[src/design/grs_pkg.sv]
// Package for the group reverse stream block.
// Holds shared constants, register codes, the command and control structs
// and the back-end state type. No dependencies.
`default_nettype none

package grs_pkg;

    // Defaults for the top-level parameters.
    localparam int DEF_MAX_GROUP    = 16;
    localparam int DEF_SYMBOL_WIDTH = 8;

    // Fixed widths of the channel and register fields.
    localparam int SYM_W        = 8;
    localparam int GROUP_SIZE_W = 5;
    localparam int APB_DATA_W   = 32;
    localparam int APB_ADDR_W   = 2;

    // Widest count and index over the supported range of MAX_GROUP (1 to 64).
    localparam int MAX_GROUP_LIMIT = 64;
    localparam int CNT_MAX_W       = $clog2(MAX_GROUP_LIMIT + 1);
    localparam int IDX_MAX_W       = $clog2(MAX_GROUP_LIMIT);

    // Depth of the command queue between front and back.
    localparam int CMD_DEPTH = 2;

    // Register map.
    localparam logic [APB_ADDR_W-1:0] ADDR_GROUP_SIZE = 2'd0;
    localparam logic [GROUP_SIZE_W-1:0] GROUP_SIZE_RESET = 5'd2;

    // One finished group handed from the front to the back.
    typedef struct packed {
        logic                 bank;
        logic [CNT_MAX_W-1:0] count;
        logic                 reverse;
        logic                 list_end;
    } t_cmd;

    // Buffer write control from the front.
    typedef struct packed {
        logic                 we;
        logic                 bank;
        logic [IDX_MAX_W-1:0] idx;
    } t_wr_ctl;

    // Bank handed back to the front once its last read has been issued.
    typedef struct packed {
        logic valid;
        logic bank;
    } t_release;

    typedef enum logic {
        BK_IDLE,
        BK_RUN
    } t_back_state;

endpackage

`default_nettype wire

[src/design/grs_cmd_fifo.sv]
// Short command queue between the front end and the back end.
// Depends on grs_pkg for the command type and depth.
`default_nettype none

module grs_cmd_fifo
    import grs_pkg::*;
(
    input  wire logic i_clk,
    input  wire logic i_rst_n,
    input  wire logic i_push,
    input  wire t_cmd i_cmd,
    output      logic o_full,
    input  wire logic i_pop,
    output      logic o_empty,
    output      t_cmd o_cmd
);

    localparam int PTR_W = (CMD_DEPTH > 1) ? $clog2(CMD_DEPTH) : 1;
    localparam int OCC_W = $clog2(CMD_DEPTH + 1);

    t_cmd             r_mem [CMD_DEPTH];
    logic [PTR_W-1:0] r_wptr;
    logic [PTR_W-1:0] r_rptr;
    logic [OCC_W-1:0] r_occ;

    assign o_full  = (r_occ == OCC_W'(CMD_DEPTH));
    assign o_empty = (r_occ == '0);
    assign o_cmd   = r_mem[r_rptr];

    always_ff @(posedge i_clk) begin
        if (i_push) begin
            r_mem[r_wptr] <= i_cmd;
        end
    end

    always_ff @(posedge i_clk) begin
        if (!i_rst_n) begin
            r_wptr <= '0;
            r_rptr <= '0;
            r_occ  <= '0;
        end else begin
            if (i_push) begin
                r_wptr <= (r_wptr == PTR_W'(CMD_DEPTH - 1)) ? '0 : r_wptr + PTR_W'(1);
            end
            if (i_pop) begin
                r_rptr <= (r_rptr == PTR_W'(CMD_DEPTH - 1)) ? '0 : r_rptr + PTR_W'(1);
            end
            r_occ <= r_occ + OCC_W'(i_push) - OCC_W'(i_pop);
        end
    end

endmodule

`default_nettype wire

[config.mk]
export PLATFORM = sky130hd
export DESIGN_NAME = grs_cmd_fifo
export DESIGN_NICKNAME = d
export VERILOG_FILES = /design/src/design/grs_pkg.sv /design/src/design/grs_cmd_fifo.sv
export SDC_FILE = /design/constraint.sdc
export NUM_CORES = 1
export LEC_CHECK = 0
export BUFFER_PORTS_ARGS = -buffer_cell sky130_fd_sc_hd__buf_4
export CAP_MARGIN = 20
export CORE_MARGIN = 5
export CORE_UTILIZATION = 53
export CTS_CLUSTER_DIAMETER = 60
export DETAILED_ROUTE_END_ITERATION = 16
export PLACE_DENSITY = 0.81
export SYNTH_ARGS = -nofsm -noshare
export SYNTH_HDL_FRONTEND = slang
export SYNTH_SLANG_ARGS = --single-unit
[constraint.sdc]
create_clock -name i_clk -period 2.53 [get_ports i_clk]
set_clock_uncertainty 0.15 [all_clocks]
set_input_delay 0 -clock i_clk [delete_from_list [all_inputs] [get_ports i_clk]]
set_output_delay 0 -clock i_clk [all_outputs]
set_load 0.02 [all_outputs]
==> results.toml, run 1 <==
[synthesis]
synth-seq-cells = 25
yosysWarnings = 0
yosysMostFrequentCell = "edfxtp_1"
syn_inst = 52
synth_seq_area_share_pct = 74.3
async_flop_share_pct = 0
synth.top_cell.area_share_pct = 63.7
syn_area_per_cell_sq_um = 18.1
post-synth-top-area-cell = "edfxtp_1"
yosys-top-cells-count = "edfxtp_1, mux2_2, dfxtp_1"
synth_fp_nets = 68
synth_area_sq_um = 943
synth_flop_cell = "edfxtp_1"
synthDistinctLibCells = 12
synth_area_leaders = "edfxtp_1, mux2_2, dfxtp_1"
synth_edf_count = 20

[power]
leakage_nw = 0.532
power.total_mw = 0.844
peakVddDrop_uv = 414
p_per_area_nw_per_um2 = 632

[routing]
wirelength_um = 1610
antenna_left = 0
drc = 0
viasPerCell = 4.65
dr.pass1.iters = 4
vias = 558
wl_per_cell_um = 13.4
drt-initial-drc-count = 10

[floorplan]
io-pin-count = 26
start_util_pct = 55.2
rows = 15
die_height_um = 52.2
die-area_sq_um = 2720
core-area_sq_um = 1710
die_w_um = 52.2

[timing]
finalCriticalPeriod_ns = 1.68
slew_viol_final = 0
max_slew_margin_pct = 69.3
final-hold-violation-count = 0
rsz0062_at_grt = "no"
fmax_mhz = 596
post-route-period-util_pct = 66.3
finalSetupTns_ns = 0
setup_viol = 0
worst_pin_slew_ns = 0.460

[clock_tree]
postCtsSetupBuffers = 0
cts-root-buf = "clkbuf_4"
insertion_delay_ns = 0.30
clkSlewWorstSetupHoldPaths_ns = 0.13
clock-sinks = 25
clk_path_buf_depth = 2
htreeDepth = 1
cts_hold_buffers = 14
cts_tree = "yes"
cts_resized = 0
cts_made_buffers = 3

[min_path]
hp-class = "input port to flop"

[critical_path]
regToRegEndpoint = "r_wptr"
crit_path_cell_trace = "dlygate4sd3_1 -> buf_4 -> nor2b_1 -> buf_4 -> o21a_1 -> dlygate4sd3_1"
start_kind = "input port"
end_kind = "flop"
crit_start = "i_push"
critical_path_class = "input port to flop"
critPathArrivalTime_ns = 1.74
worst-path-max-fanout = 11
rr_worst_depth = 4
max_stage_delay_ns = 0.55
reg2reg_from = "r_wptr"
required_ns = 2.59
slowest_stage = "dlygate4sd3_1"
cp-endpoint = "r_wptr"
r2r_slack_ns = 0.93

[grt]
grt_max_degree = 16
grtUsageTotal_pct = 13.2
antenna_found_initial = 0
grt_overflow = 0
grt_pass1_wl_um = 2590
grt_pass1_vias = 609

[placed_design]
port_buffers = 25
gp_congestion = 0.671
dp_hpwl_um = 1010

[layout]
antenna_cells = 0
syn2layout_area_growth_pct = 41.5
nets = 112
drive_gt1_share_pct = 42.1

[flow_run]
maxCapViolations = 0

[status]
status = "complete, no violations"
[through the flow]
step | setup WS [ns] | cells | hold slack [ns] | util, % | area (sq um)
detailed placement | 0.990 | 102 | 0.0375 | 68.2 | 1160
floorplan | 1.07 | 52 | -0.0511 | - | 943
global route | 0.788 | 120 | 0.241 | 78.2 | 1340
CTS | 0.852 | 120 | 0.251 | 78.2 | 1340
finish | 0.852 | 120 | 0.257 | 78.2 | 1340
global placement | 1.06 | 102 | 0.0350 | 68.2 | 1160
[placed cells by master, fill, tap and decap left out]
cell type      Yosys  routed
mux2_2            10      10
nor2_1             1       1
clkbuf_4           0       3
o21a_1             1       1
ha_1               2       2
dfxtp_1            5       5
inv_1              2       2
edfxtp_1          20      20
dlygate4sd3_1      0      14
xnor3_1            1       1
xor2_1             1       1
buf_4              0      26
and2_1             4       4
clkinvlp_4         0       1
nor2b_1            4       4
[kinds of logic after synthesis]
group / Yosys count / synth area share, %
compound gates: 1 / 0.796
simple gates: 9 / 5.70
xor+xnor: 2 / 3.32
buf+inv: 3 / 1.33
fa+ha+maj: 2 / 2.65
flops: 25 / 74.3
mux: 10 / 11.9
[flip-flops by register name, summed over array words and instances (netlist names), named ones only]
signal,flops
r_wptr,1
r_occ,2
r_mem,20
r_rptr,1
[where the power goes]
| group | switching, mW | internal, mW | leakage [nW] | total (mW) |
|---|---|---|---|---|
| clock network | 0.115 | 0.0602 | 0.0139 | 0.175 |
| registers | 0.0164 | 0.473 | 0.229 | 0.490 |
| logic | 0.0766 | 0.102 | 0.289 | 0.179 |
| total | 0.208 | 0.636 | 0.532 | 0.844 |
[routing by layer]
layer	track usage, %	part of all wire (%)	vias up
li1	-	-	274
met3	1.71	6.2	2
met4	3.83	0.75	0
met1	14.6	36	265
met5	0	0	-
met2	25.9	57	17
[worst max-delay path, delay by kind of cell]
kind / cells / cell delay (ns)
AND/OR/NAND/NOR: 1 / 0.13
AO/OA/AOI/OAI: 1 / 0.19
buffers and inverters: 4 / 1.43
[worst min path at each step]
stage	slack [ns]	end	cells past startpoint	start
after floorplan	-0.05	r_mem[0][0]	0	i_cmd[0]
after global placement	0.03	r_mem[0][1]	1	i_cmd[1]
after detailed placement	0.04	r_mem[0][8]	1	i_cmd[8]
after CTS	0.25	r_mem[0][1]	2	i_cmd[1]
after global routing	0.24	r_mem[1][6]	2	i_cmd[6]
final	0.26	r_mem[1][1]	2	i_cmd[1]
[area by class of cell]
class                           count  area [sq um]
Clock inverter                      1          7.51
Multi-Input combinational cell     24           230
Timing Repair Buffer               40           335
Inverter                            2          7.51
Fill cell                         105           373
Clock buffer                        3          22.5
Sequential cell                    25           701
Tap cell                           25          31.3
(Power assumes the default switching activity.)
==> run 2: changes to the inputs <==
--- a/config.mk
+++ b/config.mk
@@ -8,10 +8,10 @@
 export BUFFER_PORTS_ARGS = -buffer_cell sky130_fd_sc_hd__buf_4
 export CAP_MARGIN = 20
 export CORE_MARGIN = 5
-export CORE_UTILIZATION = 53
+export CORE_UTILIZATION = 49
 export CTS_CLUSTER_DIAMETER = 60
 export DETAILED_ROUTE_END_ITERATION = 16
-export PLACE_DENSITY = 0.81
+export PLACE_DENSITY = 0.75
 export SYNTH_ARGS = -nofsm -noshare
 export SYNTH_HDL_FRONTEND = slang
 export SYNTH_SLANG_ARGS = --single-unit
==> constraint.sdc (replaced) <==
create_clock -name i_clk -period 1.75 [get_ports i_clk]
set_clock_uncertainty 0.15 [all_clocks]
set_input_delay 0 -clock i_clk [delete_from_list [all_inputs] [get_ports i_clk]]
set_output_delay 0 -clock i_clk [all_outputs]
set_load 0.02 [all_outputs]
==> results.toml, run 2 (synthesized netlist as in run 1, its figures left out) <==
[status]
status = "complete, no violations"

[min_path]
hp-class = "input port to flop"

[layout]
syn2layout_area_growth_pct = 41.1
utilization_pct = 74.7
fillerInstances = 121
drive_gt1_share_pct = 41.1
largest_register_ffs = 20
largest_register = "r_mem"
layout_common_cells = "buf_4, edfxtp_1, dlygate4sd3_1, mux2_2, dfxtp_1"
nets = 112
final_common_cell = "buf_4"
antenna_cells = 0
regArea_sq_um = 701
fin_cells = 120
biggestRegsByFlops = "r_mem (20), r_occ (2)"
multi_input_area_sq_um = 230

[critical_path]
reg2reg_from = "r_wptr"
r2r_slack_ns = 0.20
regToRegEndpoint = "r_wptr"
start_kind = "flop"
required_ns = 1.60
critPathArrivalTime_ns = 1.46
cp-endpoint = "o_cmd[7]"
worst-path-max-fanout = 10
critical_path_class = "flop to output port"
rr_worst_depth = 3
end_kind = "output port"

[routing]
viasPerCell = 4.58
dr.pass1.iters = 4
drc = 0
wirelength_um = 1550
antenna_left = 0
wl_per_cell_um = 12.9
drt-initial-drc-count = 10
vias = 550

[grt]
met1_usage_pct = 12.2
grt-busiest-layer = "met2"
antenna_found_initial = 0
grt_overflow = 0
grtUsageTotal_pct = 11.9
grt_pass1_wl_um = 2440
met3_usage_pct = 1.66
grtUsageMet2_pct = 23.4
grt_pass1_vias = 607
grt_max_degree = 14

[floorplan]
die_w_um = 53.9
io-pin-count = 26
die-area_sq_um = 2900
rows = 15
core-area_sq_um = 1780
start_util_pct = 52.9
die_height_um = 53.9

[timing]
setup_viol = 0
rsz0062_at_grt = "no"
fmax_mhz = 621
worst_pin_slew_ns = 0.452
max_slew_margin_pct = 69.9
post-route-period-util_pct = 91.9
finalSetupTns_ns = 0
final-hold-violation-count = 0
finalCriticalPeriod_ns = 1.61
slew_viol_final = 0

[power]
clockPowerShare_pct = 19.7
leakage_nw = 0.533
internal-power_mw = 0.921
power.net_switching_mw = 0.281
peakVddDrop_uv = 734
p_seq_share_pct = 58.9
p_comb_share_pct = 21.5
switching_share_pct = 23.4
p_per_area_nw_per_um2 = 903

[clock_tree]
htreeDepth = 1
clk_path_buf_depth = 2
postCtsSetupBuffers = 0
clkSlewWorstSetupHoldPaths_ns = 0.12
cts_tree = "yes"
insertion_delay_ns = 0.30
clock-sinks = 25
cts-root-buf = "clkbuf_4"
cts_made_buffers = 3

[placed_design]
post-place-cells = 102
port_buffers = 25
gp_congestion = 0.639
dp_hpwl_um = 1070

[flow_run]
maxCapViolations = 0
## run 2: metrics by stage
step | power (mW) | worst slack (ns) | instance area [sq um] | hold WS (ns)
after floorplan | 0.856 | 0.290 | 943 | -0.0511
after global placement | 0.950 | 0.273 | 1160 | 0.0351
after detailed placement | 0.958 | 0.209 | 1160 | 0.0379
after CTS | 1.22 | 0.0987 | 1330 | 0.258
after global routing | 1.26 | 0.0532 | 1330 | 0.261
final | 1.20 | 0.141 | 1330 | 0.264
## run 2: power groups by stage
stage / Clock (mW) / Sequential [mW] / Combinational [mW]
after floorplan: 0 / 0.710 / 0.146
after global routing: 0.268 / 0.713 / 0.282
after CTS: 0.248 / 0.709 / 0.262
after detailed placement: 0 / 0.723 / 0.236
after global placement: 0 / 0.720 / 0.229
final: 0.236 / 0.708 / 0.258
## run 2: worst min-delay path by stage
stage / slack, ns / start / to / depth (start not counted)
after floorplan: -0.05 / i_cmd[0] / r_mem[0][0] / 0
after global placement: 0.04 / i_cmd[3] / r_mem[1][3] / 1
after detailed placement: 0.04 / i_cmd[3] / r_mem[0][3] / 1
after CTS: 0.26 / i_cmd[1] / r_mem[1][1] / 2
after global routing: 0.26 / i_cmd[6] / r_mem[1][6] / 2
final: 0.26 / i_cmd[0] / r_mem[0][0] / 2
## run 2: final cells by class
| cell class | instances | share of cell area (%) |
|---|---|---|
| inverters | 2 | 0.564 |
| repair buffers | 40 | 25.2 |
| clock buffers | 4 | 1.97 |
| well taps | 25 | 2.35 |
| multi-input cells | 24 | 17.3 |
| flip-flops and latches | 25 | 52.6 |
## run 2: metal layers
metal / wire length (um) / up-vias / share of wire (%)
met5: 0 / - / 0
met4: 12 / 0 / 0.77
met3: 65 / 2 / 4.2
met2: 910 / 13 / 59
met1: 563 / 260 / 36
li1: - / 275 / -
## run 2: repair_timing
item / CTS / global route
hold buffers: 14 / 0
resized for setup: 0 / 0
endpoints found under the hold margin: 25 / 0
## run 2: worst max-delay path: stages, from the launching register on
cell and delay, ns:
dfxtp_1 0.61, mux2_2 0.39, buf_4 0.16
